$ cat src/rtl/core/lcg_rw_pkg.sv
package lcg_rw_pkg;

    // Field widths
    localparam int POS_W   = 14;
    localparam int MAG_W   = 13;
    localparam int SQ_W    = 2 * MAG_W;
    localparam int P4_W    = 2 * SQ_W;
    localparam int SSQ_W   = 37;
    localparam int SP4_W   = 62;
    localparam int WORD_W  = 61;
    localparam int START_W = 12;
    localparam int CFG_W   = WORD_W;

    // Stream data widths, rounded up to whole bytes
    localparam int S_DATA_W = 8;
    localparam int M_DATA_RAW_W = POS_W + SSQ_W + SP4_W + WORD_W;
    localparam int M_DATA_W = ((M_DATA_RAW_W + 7) / 8) * 8;

    // Walk limits
    localparam int POS_BASE_LIMIT = 1024;
    localparam int DEFAULT_MAX_WALK_STEPS = 4096;

    // Generator constants
    localparam logic [63:0] LCG_MUL  = 64'd3125;
    localparam logic [63:0] LCG_INC  = 64'd16807;
    localparam logic [63:0] LCG_MOD  = 64'd1944674407370955169;
    localparam logic [WORD_W-1:0] SEED_RESET = WORD_W'(1);
    localparam int LCG_QMAX  = 9;
    localparam int LCG_TOP_W = 7;
    localparam int LCG_TOP_LSB = 64 - LCG_TOP_W;

    // Configuration register indexes
    typedef enum logic [0:0] {
        CFG_START_POSITION = 1'b0,
        CFG_INITIAL_SEED   = 1'b1
    } cfg_idx_t;

    // One step on its way from the input stage to the statistics pipeline
    typedef struct packed {
        logic                     first;
        logic signed [POS_W-1:0]  pos;
        logic [WORD_W-1:0]        word;
    } step_t;

    // Lower estimate of the quotient of a 64-bit value by the modulus,
    // taken from its top bits; the true quotient is this or one more
    function automatic logic [3:0] lcg_qest(input logic [LCG_TOP_W-1:0] top);
        logic [3:0]  q;
        logic [63:0] thr;
        q = 4'd0;
        for (int k = 1; k <= LCG_QMAX; k++) begin
            thr = (64'(k) * LCG_MOD + ((64'd1 << LCG_TOP_LSB) - 64'd1)) >> LCG_TOP_LSB;
            if (64'(top) >= thr) begin
                q = q + 4'd1;
            end
        end
        return q;
    endfunction

    // Multiple of the modulus for a small quotient
    function automatic logic [63:0] lcg_mod_mult(input logic [3:0] q);
        logic [63:0] res;
        res = 64'd0;
        for (int k = 1; k <= LCG_QMAX; k++) begin
            if (q == 4'(k)) begin
                res = LCG_MOD * 64'(k);
            end
        end
        return res;
    endfunction

endpackage

$ cat src/rtl/core/lcg_rw_lcg.sv
module lcg_rw_lcg
    import lcg_rw_pkg::*;
(
    input  logic [WORD_W-1:0] state_i,
    output logic [WORD_W-1:0] next_o
);

    logic [63:0] s64;
    logic [63:0] prod;
    logic [3:0]  q;
    logic [63:0] rem0;
    logic [63:0] rem1;

    // Multiply by 3125 (shift-add), add the increment, wrap at 2^64
    assign s64  = 64'(state_i);
    assign prod = (s64 << 11) + (s64 << 10) + (s64 << 5) + (s64 << 4)
                + (s64 << 2) + s64 + LCG_INC;

    // Reduce by the modulus: estimate from the top bits, then one correction
    assign q    = lcg_qest(prod[63:LCG_TOP_LSB]);
    assign rem0 = prod - lcg_mod_mult(q);

    always_comb begin
        if (rem0 >= LCG_MOD) begin
            rem1 = rem0 - LCG_MOD;
        end else begin
            rem1 = rem0;
        end
    end

    assign next_o = rem1[WORD_W-1:0];

endmodule

$ cat src/rtl/core/lcg_rw_stats.sv
module lcg_rw_stats
    import lcg_rw_pkg::*;
#(
    parameter int MAX_WALK_STEPS = DEFAULT_MAX_WALK_STEPS
)
(
    input  logic                aclk,
    input  logic                aresetn,
    input  logic                in_valid,
    output logic                in_ready,
    input  step_t               in_step,
    output logic                m_tvalid,
    input  logic                m_tready,
    output logic [M_DATA_W-1:0] m_tdata
);

    localparam int          LIM    = POS_BASE_LIMIT + MAX_WALK_STEPS;
    localparam logic [63:0] CAP_SQ = 64'(MAX_WALK_STEPS) * 64'(LIM) * 64'(LIM);
    localparam logic [63:0] CAP_P4 = CAP_SQ * 64'(LIM) * 64'(LIM);
    localparam logic [SSQ_W-1:0] CAP_SQ_W = CAP_SQ[SSQ_W-1:0];
    localparam logic [SP4_W-1:0] CAP_P4_W = CAP_P4[SP4_W-1:0];

    // Square stage
    logic                    v2_reg;
    logic                    first2_reg;
    logic signed [POS_W-1:0] pos2_reg;
    logic [WORD_W-1:0]       word2_reg;
    logic [SQ_W-1:0]         sq2_reg;

    // Fourth power stage
    logic                    v3_reg;
    logic                    first3_reg;
    logic signed [POS_W-1:0] pos3_reg;
    logic [WORD_W-1:0]       word3_reg;
    logic [SQ_W-1:0]         sq3_reg;
    logic [P4_W-1:0]         p4_3_reg;

    // Result stage; the sums double as the result fields
    logic                    vout_reg;
    logic signed [POS_W-1:0] pos_out_reg;
    logic [WORD_W-1:0]       word_out_reg;
    logic [SSQ_W-1:0]        acc_sq_reg;
    logic [SSQ_W-1:0]        acc_sq_next;
    logic [SP4_W-1:0]        acc_p4_reg;
    logic [SP4_W-1:0]        acc_p4_next;

    logic                    ready_out;
    logic                    ready3;
    logic                    take2;
    logic                    take3;
    logic                    take_out;
    logic [POS_W-1:0]        abs_pos;
    logic [MAG_W-1:0]        mag;
    logic [SSQ_W-1:0]        base_sq;
    logic [SP4_W-1:0]        base_p4;
    logic [SSQ_W-1:0]        add_sq;
    logic [SP4_W-1:0]        add_p4;

    // Per-stage flow control: a stage takes a request when it is empty or drains
    assign ready_out = !vout_reg || m_tready;
    assign ready3    = !v3_reg || ready_out;
    assign in_ready  = !v2_reg || ready3;
    assign take2     = in_valid && in_ready;
    assign take3     = v2_reg && ready3;
    assign take_out  = v3_reg && ready_out;

    // Magnitude of the position
    assign abs_pos = in_step.pos[POS_W-1] ? POS_W'(-in_step.pos) : POS_W'(in_step.pos);
    assign mag     = abs_pos[MAG_W-1:0];

    // Saturating sums, cleared at the start of a walk
    always_comb begin
        base_sq = first3_reg ? '0 : acc_sq_reg;
        base_p4 = first3_reg ? '0 : acc_p4_reg;
        add_sq  = SSQ_W'(sq3_reg);
        add_p4  = SP4_W'(p4_3_reg);
        if (base_sq >= CAP_SQ_W || add_sq >= CAP_SQ_W - base_sq) begin
            acc_sq_next = CAP_SQ_W;
        end else begin
            acc_sq_next = base_sq + add_sq;
        end
        if (base_p4 >= CAP_P4_W || add_p4 >= CAP_P4_W - base_p4) begin
            acc_p4_next = CAP_P4_W;
        end else begin
            acc_p4_next = base_p4 + add_p4;
        end
    end

    // Valid bits and accumulators
    always_ff @(posedge aclk) begin
        if (!aresetn) begin
            v2_reg     <= 1'b0;
            v3_reg     <= 1'b0;
            vout_reg   <= 1'b0;
            acc_sq_reg <= '0;
            acc_p4_reg <= '0;
        end else begin
            if (in_ready) begin
                v2_reg <= in_valid;
            end
            if (ready3) begin
                v3_reg <= v2_reg;
            end
            if (ready_out) begin
                vout_reg <= v3_reg;
            end
            if (take_out) begin
                acc_sq_reg <= acc_sq_next;
                acc_p4_reg <= acc_p4_next;
            end
        end
    end

    // Payload: square, then fourth power, then hold for the result
    always_ff @(posedge aclk) begin
        if (take2) begin
            first2_reg <= in_step.first;
            pos2_reg   <= in_step.pos;
            word2_reg  <= in_step.word;
            sq2_reg    <= SQ_W'(mag) * SQ_W'(mag);
        end
        if (take3) begin
            first3_reg <= first2_reg;
            pos3_reg   <= pos2_reg;
            word3_reg  <= word2_reg;
            sq3_reg    <= sq2_reg;
            p4_3_reg   <= P4_W'(sq2_reg) * P4_W'(sq2_reg);
        end
        if (take_out) begin
            pos_out_reg  <= pos3_reg;
            word_out_reg <= word3_reg;
        end
    end

    assign m_tvalid = vout_reg;
    assign m_tdata  = {(M_DATA_W - M_DATA_RAW_W)'(0), word_out_reg, acc_p4_reg,
                       acc_sq_reg, pos_out_reg};

endmodule

$ cat src/rtl/core/lcg_random_walk_1d_top.sv
// Channel   | Ports                         | Request contents (lowest bit first)
// ----------+-------------------------------+----------------------------------------
// step in   | s_tvalid s_tready s_tdata[7:0]| [0] first_step, [7:1] unused
// result    | m_tvalid m_tready m_tdata     | [13:0] position, [50:14] sum_squares,
//           |   [175:0]                     | [112:51] sum_fourth_powers,
//           |                               | [173:113] random_word, [175:174] zero
// config    | cfg_we cfg_addr cfg_wdata     | 0 start_position, 1 initial_seed
//
// One step is taken per clock unless the result stalls; each stage registers the step.
// The clock is set by the generator loop: multiply by 3125 and one modular reduction.
// Squares and fourth powers go through two multiplier stages, sums at the result stage.
// Reset (aresetn low, synchronous) loads seed 1, start position 0, position 0, zero sums.
// A stalled result holds in its register while up to three more steps are taken.
module lcg_random_walk_1d_top
    import lcg_rw_pkg::*;
#(
    parameter int MAX_WALK_STEPS = DEFAULT_MAX_WALK_STEPS
)
(
    input  logic                aclk,
    input  logic                aresetn,
    input  logic                s_tvalid,
    output logic                s_tready,
    input  logic [S_DATA_W-1:0] s_tdata,   // [0] first_step
    output logic                m_tvalid,
    input  logic                m_tready,
    output logic [M_DATA_W-1:0] m_tdata,   // position, sum_squares, sum_fourth_powers,
                                           // random_word, zero fill
    input  logic                cfg_we,
    input  logic [0:0]          cfg_addr,
    input  logic [CFG_W-1:0]    cfg_wdata
);

    localparam int                  LIM    = POS_BASE_LIMIT + MAX_WALK_STEPS;
    localparam logic signed [POS_W-1:0] POS_HI = POS_W'(LIM);
    localparam logic signed [POS_W-1:0] POS_LO = POS_W'(-LIM);

    logic signed [START_W-1:0] start_pos_reg;
    logic [WORD_W-1:0]         gen_reg;
    logic [WORD_W-1:0]         gen_next;
    logic signed [POS_W-1:0]   pos_reg;
    logic signed [POS_W-1:0]   pos_base;
    logic signed [POS_W-1:0]   pos_next;
    logic                      v1_reg;
    step_t                     st1_reg;
    logic                      st_ready;
    logic                      accept;
    logic                      first_step;

    assign first_step = s_tdata[0];
    assign s_tready   = !v1_reg || st_ready;
    assign accept     = s_tvalid && s_tready;

    // Advance the generator
    lcg_rw_lcg u_lcg (
        .state_i (gen_reg),
        .next_o  (gen_next)
    );

    // Restart or continue the walk, then step by the parity of the new word
    always_comb begin
        pos_base = first_step ? POS_W'(start_pos_reg) : pos_reg;
        pos_next = pos_base;
        if (!gen_next[0]) begin
            if (pos_base < POS_HI) begin
                pos_next = pos_base + POS_W'(1);
            end
        end else begin
            if (pos_base > POS_LO) begin
                pos_next = pos_base - POS_W'(1);
            end
        end
    end

    // Walk state, configuration and input stage valid
    always_ff @(posedge aclk) begin
        if (!aresetn) begin
            start_pos_reg <= '0;
            gen_reg       <= SEED_RESET;
            pos_reg       <= '0;
            v1_reg        <= 1'b0;
        end else begin
            if (s_tready) begin
                v1_reg <= s_tvalid;
            end
            if (accept) begin
                gen_reg <= gen_next;
                pos_reg <= pos_next;
            end
            if (cfg_we) begin
                unique case (cfg_idx_t'(cfg_addr))
                    CFG_START_POSITION: start_pos_reg <= cfg_wdata[START_W-1:0];
                    CFG_INITIAL_SEED:   gen_reg       <= cfg_wdata[WORD_W-1:0];
                endcase
            end
        end
    end

    // Hand the step to the statistics pipeline
    always_ff @(posedge aclk) begin
        if (accept) begin
            st1_reg.first <= first_step;
            st1_reg.pos   <= pos_next;
            st1_reg.word  <= gen_next;
        end
    end

    lcg_rw_stats #(
        .MAX_WALK_STEPS (MAX_WALK_STEPS)
    ) u_stats (
        .aclk     (aclk),
        .aresetn  (aresetn),
        .in_valid (v1_reg),
        .in_ready (st_ready),
        .in_step  (st1_reg),
        .m_tvalid (m_tvalid),
        .m_tready (m_tready),
        .m_tdata  (m_tdata)
    );

endmodule

$ cat config.mk
export PLATFORM = sky130hd
export DESIGN_NAME = lcg_random_walk_1d_top
export DESIGN_NICKNAME = d
export VERILOG_FILES = /design/src/rtl/core/lcg_rw_pkg.sv /design/src/rtl/core/lcg_rw_lcg.sv /design/src/rtl/core/lcg_rw_stats.sv /design/src/rtl/core/lcg_random_walk_1d_top.sv
export SDC_FILE = /design/constraint.sdc
export NUM_CORES = 2
export LEC_CHECK = 0
export ABC_CLOCK_PERIOD_IN_PS = 47500
export BUFFER_PORTS_ARGS = -buffer_cell sky130_fd_sc_hd__buf_2
export CORE_UTILIZATION = 63
export CTS_CLUSTER_SIZE = 14
export DETAILED_ROUTE_END_ITERATION = 8
export GPL_ROUTABILITY_DRIVEN = 0
export PLACE_DENSITY = 0.81
export SYNTH_ARGS = -nofsm -noshare
export SYNTH_HDL_FRONTEND = slang
export SYNTH_HIERARCHICAL = 1
export SYNTH_SLANG_ARGS = --single-unit
$ cat constraint.sdc
create_clock -name aclk -period 47.5 [get_ports aclk]
set_clock_uncertainty 0.1 [all_clocks]
set_input_delay 7.125 -clock aclk [delete_from_list [all_inputs] [get_ports aclk]]
set_output_delay 7.125 -clock aclk [all_outputs]
set_load 0.005 [all_outputs]
# Yosys cells after proc, flatten, opt, wreduce, memory -nomap -nowiden
# Index checks and enable logic that the tools add are counted.
[totals]
ff_bits = 597
input_bits = 75
[op_classes]
n_addsub = 23
multipliers = 2
n_lt_le_gt_ge = 16
n_eq_ne = 9
mux = 31
bitwise_logic = 1
reduce_logical = 15
[ops]
columns = ["cell", "n"]
rows = [
  ["two-way mux 64 bit", 5],
  ["two-way mux 61 bit", 5],
  ["adder 64 bit", 3],
  ["two-way mux 62 bit", 3],
  ["two-way mux 63 bit", 2],
  ["two-way mux 37 bit", 2],
  ["adder 64 x 15 -> 64 bit, second input constant", 1],
  ["adder 64 x 61 -> 64 bit", 1],
  ["adder 64 x 63 -> 64 bit", 1],
  [">= comparator 64 x 61 -> 1 bit, second input constant", 1],
  ["subtractor 64 bit", 1],
  ["adder 62 x 52 -> 62 bit", 1],
  [">= comparator 52 x 62 -> 1 bit", 1],
  [">= comparator 62 bit, second input constant", 1],
  ["subtractor 62 bit, first input constant", 1],
  ["subtractor 61 bit, second input constant", 1],
  ["two-way mux 14 bit", 4],
  ["multiplier 26 x 26 -> 52 bit", 1],
  ["adder 37 x 26 -> 37 bit", 1],
  [">= comparator 26 x 37 -> 1 bit", 1],
  [">= comparator 37 bit, second input constant", 1],
  ["subtractor 37 bit, first input constant", 1],
  [">= comparator 7 bit, second input constant", 5],
  ["adder 4 x 1 -> 4 bit, second input constant", 8],
  ["21 further kinds", 45],
]

# Depth between registers and ports, before layout
[depth]
ltp_word = 40
depth_mapped = 80

# By module
# Netlist, hierarchy kept.
[by_module_without_submodules]
columns = ["mod", "instances", "cells_each", "area_each_um2", "seq_area_each_um2"]
rows = [
  ["lcg_rw_stats", 1, 4568, 45154.6, 11801.3],
  ["lcg_rw_lcg", 1, 2229, 17389.2, 0.0],
  ["lcg_random_walk_1d_top", 1, 681, 6911.6, 4043.9],
]

# Least setup slack after synthesis
# No wires, ideal clock.
[synth_timing]
kind = "input to register"
startpoint = "input m_tready"
endpoint = "register u_stats.first3_reg (enable)"
setup_ns = 0.889
arrival_ns = 18.038
required_ns = 46.511
slack_ns = 28.473
stages = 2
path_buffers = 0
cell_sequence = "nor2b_1 > a21boi_0"
[synth_between]
elab_chain_cells = 3
[synth_lines]
columns = ["element", "line", "text"]
rows = [
  ["from (decl)", "lcg_random_walk_1d_top.sv:26", "input logic m_tready,"],
  ["logical OR 1 bit", "lcg_rw_stats.sv:60", "assign ready_out = !vout_reg || m_tready;"],
  ["logical OR 1 bit", "lcg_rw_stats.sv:61", "assign ready3 = !v3_reg || ready_out;"],
  ["logical AND 1 bit", "lcg_rw_stats.sv:64", "assign take3 = v2_reg && ready3;"],
  ["named net u_stats.take3", "lcg_rw_stats.sv:50", "logic take3;"],
  ["to (signal assigned)", "lcg_rw_stats.sv:123", "first3_reg <= first2_reg;"],
  ["to (decl)", "lcg_rw_stats.sv:32", "logic first3_reg;"],
]
# The timed path passes the listed nets, and every way through them passes these cells.
# A chain may end at the register's enable or synchronous reset.

# Worst setup path in the final report
[layout_timing]
startpoint = "register gen_reg[31]"
endpoint = "register gen_reg[60]"
[layout_between]
elab_chain_cells = 40
word_cells_on_any_way = 57
classes_between = "add/sub (16); order compare (10); eq/ne (9); mux (22)"
[layout_lines]
columns = ["element", "line", "text"]
rows = [
  ["from (decl)", "lcg_random_walk_1d_top.sv:39", "logic [WORD_W-1:0] gen_reg;"],
  ["from (signal assigned)", "lcg_random_walk_1d_top.sv:87", "gen_reg <= gen_next;"],
  ["from (signal assigned)", "lcg_random_walk_1d_top.sv:93", "CFG_INITIAL_SEED: gen_reg <= cfg_wdata[WORD_W-1:0];"],
  ["adder 64 bit (3 in series)", "lcg_rw_lcg.sv:16", "assign prod = (s64 << 11) + (s64 << 10) + (s64 << 5) + (s64 << 4)"],
  ["adder 64 x 63 -> 64 bit", "lcg_rw_lcg.sv:17", "+ (s64 << 2) + s64 + LCG_INC;"],
  ["adder 64 x 61 -> 64 bit *", "lcg_rw_lcg.sv:17", ""],
  ["adder 64 x 15 -> 64 bit *", "lcg_rw_lcg.sv:17", ""],
  [">= comparator 7 x 4 -> 1 bit", "lcg_rw_pkg.sv:53", "if (64'(top) >= thr) begin"],
  ["two-way mux 1 bit", "lcg_rw_pkg.sv:53", ""],
  ["adder 4 x 1 -> 4 bit", "lcg_rw_pkg.sv:54", "q = q + 4'd1;"],
  ["two-way mux 4 bit", "lcg_rw_pkg.sv:53", ""],
  ["(+19 left out)", "--", ""],
  ["two-way mux 64 bit (5 in series)", "lcg_rw_pkg.sv:65", "if (q == 4'(k)) begin"],
  ["subtractor 64 bit *", "lcg_rw_lcg.sv:21", "assign rem0 = prod - lcg_mod_mult(q);"],
  ["subtractor 61 bit / >= comparator 64 x 61 -> 1 bit (equally long branches)", "lcg_rw_lcg.sv:25, lcg_rw_lcg.sv:24", ""],
  ["two-way mux 61 bit *", "lcg_rw_lcg.sv:24", "if (rem0 >= LCG_MOD) begin"],
  ["named net gen_next[60]", "lcg_random_walk_1d_top.sv:40", "logic [WORD_W-1:0] gen_next;"],
  ["two-way mux 61 bit *", "lcg_random_walk_1d_top.sv:86", "if (accept) begin"],
  ["two-way mux 61 bit", "lcg_random_walk_1d_top.sv:91", "unique case (cfg_idx_t'(cfg_addr))"],
  ["two-way mux 61 bit *", "lcg_random_walk_1d_top.sv:90", "if (cfg_we) begin"],
]
# Mark *: on every way through the listed nets, which the timed path passes. The rest lies on a longest branch.

==> implementation parameters <==
Parameter                              Value

Timing
  Tightest slew margin relative to the limit ... ~18%
  Final period demand of the worst path ... roughly 21000 ps
  Share of the cycle needed by the critical path after routing ... 43.5%
  Final-report hold violation count ... 0
  Top achievable clock speed ... roughly 48 MHz
  Unrepaired setup endpoints after global routing ... no
  Fin Setup TNS ... 0 ps
  Final worst setup slack ... 26840 ps
  Worst slew pin tran ... 1220 ps
  Final count of negative-setup-slack endpoints ... 0
  Max-slew violation total from the final report ... 0

Yosys
  Yosys cell types ... between 100 and 150
  Syn Area/Cell ... around 9.3 um2
  Synth Flop Type ... sky130_fd_sc_hd__edfxtp_1
  Post-synthesis sequential area ratio ... between 20% and 30%
  Post-Synthesis Cell Area ... between 60000 and 70000 um2
  Number of warnings reported in the yosys synthesis log ... 6
  Cell type with the highest aggregate area in the netlist ... sky130_fd_sc_hd__fa_1
  Fraction of synthesized cell area taken by the top area cell type ... 23.1%
  Cells after synthesis ... around 7500
  Number of enable-type register cells in the synthesized netlist ... 401
  Flops & latches, synth ... 591
  Async set or reset register ratio after synthesis ... 0%
  Cells taking the most area after synthesis ... sky130_fd_sc_hd__fa_1 (23%), sky130_fd_sc_hd__edfxtp_1 (17%), sky130_fd_sc_hd__ha_1 (12%)

Routing
  Post-detailed-route wirelength per cell ... 20.4 um
  Total wire length ... 185 mm
  Violation count after the first detailed-route iteration ... 5627
  DRC ... 0
  Total vias in the final route ... between 50000 and 60000
  First-pass iteration count of the detailed router ... 9
  Per-cell via count in the routed design ... 6.16
  Remaining antenna violation count after routing ... 0

Cells and area
  Final standard cell utilization of the core ... 68.1%
  Fraction of final layout cells with drive strength greater than 1 ... under 10%
  Number of flip-flops in the largest register ... 76
  Number of antenna diodes ... 0
  Non-filler cells in the finished layout ... a little over 9000
  Post-layout nets ... 9130
  Area Overhead vs Synth ... 6.92%

Clock tree
  Clock root buffer master ... sky130_fd_sc_hd__clkbuf_16
  Post-cts gate resize count ... 0
  CTS H-tree depth ... 3
  CTS tree ... built
  Clock slew at reported path FFs ... 60 ps
  Number of buffers created by CTS ... 69
  Clock sink total ... around 590
  Setup repair bufs after CTS ... 0
  Worst-skew pair later-pin latency ... 680 ps
  Total of hold buffers inserted after clock tree synthesis ... 0
  Clk buf depth ... 3

Setup path
  Largest stage delay on the critical path ... 920 ps
  Endpoint required time on the critical path ... 47970 ps
  Depth of the worst register-to-register path ... 72
  Worst R2R Start ... gen_reg[31]
  Worst reg-to-reg setup slack ... 26840 ps
  Worst setup SP type ... register
  Kind of capture point of the worst setup path ... register
  Capturing point of the worst reg2reg path ... gen_reg[60]
  Maximum fanout along the worst path ... 59
  Most used cell along the critical path ... sky130_fd_sc_hd__ha_1
  Data arrival time of the worst path ... 21130 ps
  Cell with the largest stage delay on the worst path ... sky130_fd_sc_hd__o41ai_1
  Setup CP Type ... reg2reg

Global routing
  Global-route usage over all layers ... 33.1%
  Number of antenna violations at the first check in global routing ... 10
  Largest net degree at the start of global routing ... 151
  First-pass GRT wire length ... 295 mm
  Gr ovfl total ... 0
  Number of global-route vias before repair ... 56239

Placement
  Count of input and output buffers ... 243
  Inst Count DP ... 8943
  Placed wire-length estimate after detailed placement ... 142 mm
  Worst-case setup slack after placement ... 27530 ps

Floorplan
  Starting utilization of the core area ... 63.7%
  Height of the die ... 334 um
  Top-Level Pins ... 253
  DIE AREA ... 112000 um2
  Horiz. Die Dim ... 334 um
  CORE AREA ... 109000 um2
  Cell Rows ... ~120

Hold path
  Class of the tightest hold or removal check ... reg2reg
  Hold wc startpoint ... u_stats/word2_reg[58]
  Hold path endpoint ... u_stats/word3_reg[58]
  Min-Delay Path Depth ... 0

Flow run
  Number of violations of the max-capacitance limit ... 0

Run status
  Status ... finished clean
metal layers:
metal | vias up | global-route usage [%] | wire, um
li1 | 25457 | - | -
met1 | 27171 | 43.4 | 73500
met2 | 2781 | 54.3 | 85700
met3 | 490 | 6.11 | 17300
met4 | 6 | 13.5 | 8010
met5 | - | 0 | 35
synthesized netlist by cell type (49+ instances only):
| cell type | number |
|---|---|
| sky130_fd_sc_hd__xor2_1 | 145 |
| sky130_fd_sc_hd__nor2b_1 | 117 |
| sky130_fd_sc_hd__xnor2_1 | 274 |
| sky130_fd_sc_hd__nand2b_1 | 62 |
| sky130_fd_sc_hd__fa_1 | 803 |
| sky130_fd_sc_hd__o21ai_0 | 250 |
| sky130_fd_sc_hd__a21o_1 | 149 |
| sky130_fd_sc_hd__a31oi_1 | 50 |
| sky130_fd_sc_hd__and3_1 | 49 |
| sky130_fd_sc_hd__nand2_1 | 666 |
| sky130_fd_sc_hd__ha_1 | 652 |
| sky130_fd_sc_hd__inv_1 | 1185 |
| sky130_fd_sc_hd__dfxtp_1 | 190 |
| sky130_fd_sc_hd__nor3_1 | 123 |
| sky130_fd_sc_hd__nor4_1 | 55 |
| sky130_fd_sc_hd__edfxtp_1 | 401 |
| sky130_fd_sc_hd__o21ai_1 | 55 |
| sky130_fd_sc_hd__a311oi_1 | 74 |
| sky130_fd_sc_hd__nand4_1 | 78 |
| sky130_fd_sc_hd__a21oi_1 | 400 |
| sky130_fd_sc_hd__nor2_1 | 427 |
| sky130_fd_sc_hd__and2_1 | 191 |
| sky130_fd_sc_hd__nand3_1 | 122 |
| sky130_fd_sc_hd__clkbuf_1 | 214 |
cells by family (layout without fill, tap and decap cells):
family	Yosys count	after routing	synth area share [%]
AO/OA/AOI/OAI	1441	1441	13.7
AND/OR/NAND/NOR	2071	2071	14.6
multiplexers	33	33	0.494
adder cells (fa/ha/maj)	1455	1455	34.9
buffers and inverters	1462	1625	8.00
flip-flops	591	591	22.8
XOR/XNOR	423	423	5.41
other	2	18	0.0108
worst max path at each step:
stage           startpoint                  to  slack, ps  depth (start not counted)
2_1_floorplan     m_tready  u_stats/first3_reg      28470                          2
3_5_place_dp   gen_reg[31]         gen_reg[60]      27530                         72
4_1_cts        gen_reg[31]         gen_reg[60]      27410                         72
6_report       gen_reg[31]         gen_reg[60]      26840                         72
5_1_grt        gen_reg[30]         gen_reg[60]      26040                         73
3_3_place_gp   gen_reg[31]         gen_reg[60]      27960                         73
critical path: cells and delay by family (launching register included):
family                   cells  cell delay, ps
AO/OA/AOI/OAI               24            6890
XOR/XNOR                     3            1560
adder cells (fa/ha/maj)     13            4710
buffers and inverters        8            1810
flip-flops                   1             510
multiplexers                 4             970
AND/OR/NAND/NOR             20            3980
stage by stage:
step / instance area, um2 / hold slack (ps)
5_1_grt: 74300 / 313
2_1_floorplan: 69500 / 300
3_5_place_dp: 72000 / 305
3_3_place_gp: 72000 / 301
6_report: 74300 / 301
4_1_cts: 74300 / 302
layout by cell type (no fill, tap or decap), types with 41 or more instances in the layout:
cell type	netlist	layout
sky130_fd_sc_hd__inv_1	1185	1183
sky130_fd_sc_hd__fa_1	803	803
sky130_fd_sc_hd__nand2_1	666	664
sky130_fd_sc_hd__ha_1	652	652
sky130_fd_sc_hd__nor2_1	427	427
sky130_fd_sc_hd__edfxtp_1	401	401
sky130_fd_sc_hd__a21oi_1	400	400
sky130_fd_sc_hd__xnor2_1	274	274
sky130_fd_sc_hd__o21ai_0	250	249
sky130_fd_sc_hd__buf_2	30	243
sky130_fd_sc_hd__and2_1	191	191
sky130_fd_sc_hd__dfxtp_1	190	190
sky130_fd_sc_hd__a21o_1	149	149
sky130_fd_sc_hd__xor2_1	145	145
sky130_fd_sc_hd__nor3_1	123	123
sky130_fd_sc_hd__nand3_1	122	122
sky130_fd_sc_hd__nor2b_1	117	117
sky130_fd_sc_hd__nand4_1	78	78
sky130_fd_sc_hd__a311oi_1	74	74
sky130_fd_sc_hd__clkbuf_16	0	70
sky130_fd_sc_hd__nand2b_1	62	61
sky130_fd_sc_hd__buf_4	8	58
sky130_fd_sc_hd__nor4_1	55	55
sky130_fd_sc_hd__o21ai_1	55	55
sky130_fd_sc_hd__a31oi_1	50	49
sky130_fd_sc_hd__and3_1	49	49
sky130_fd_sc_hd__o21a_1	45	45
sky130_fd_sc_hd__or3_1	43	43
sky130_fd_sc_hd__a211oi_1	41	41
area by class of cell:
cell class	count	area, um2
Clock inverter	42	455
Inverter	1194	4490
Sequential cell	591	15800
Timing Repair Buffer	303	1690
Fill cell	8209	34700
Tap cell	1414	1770
Multi-Input combinational cell	5441	48200
Clock buffer	86	1820
Power is not shown: default switching activity piles up to over one toggle a cycle in this logic, so the estimate is an artifact.
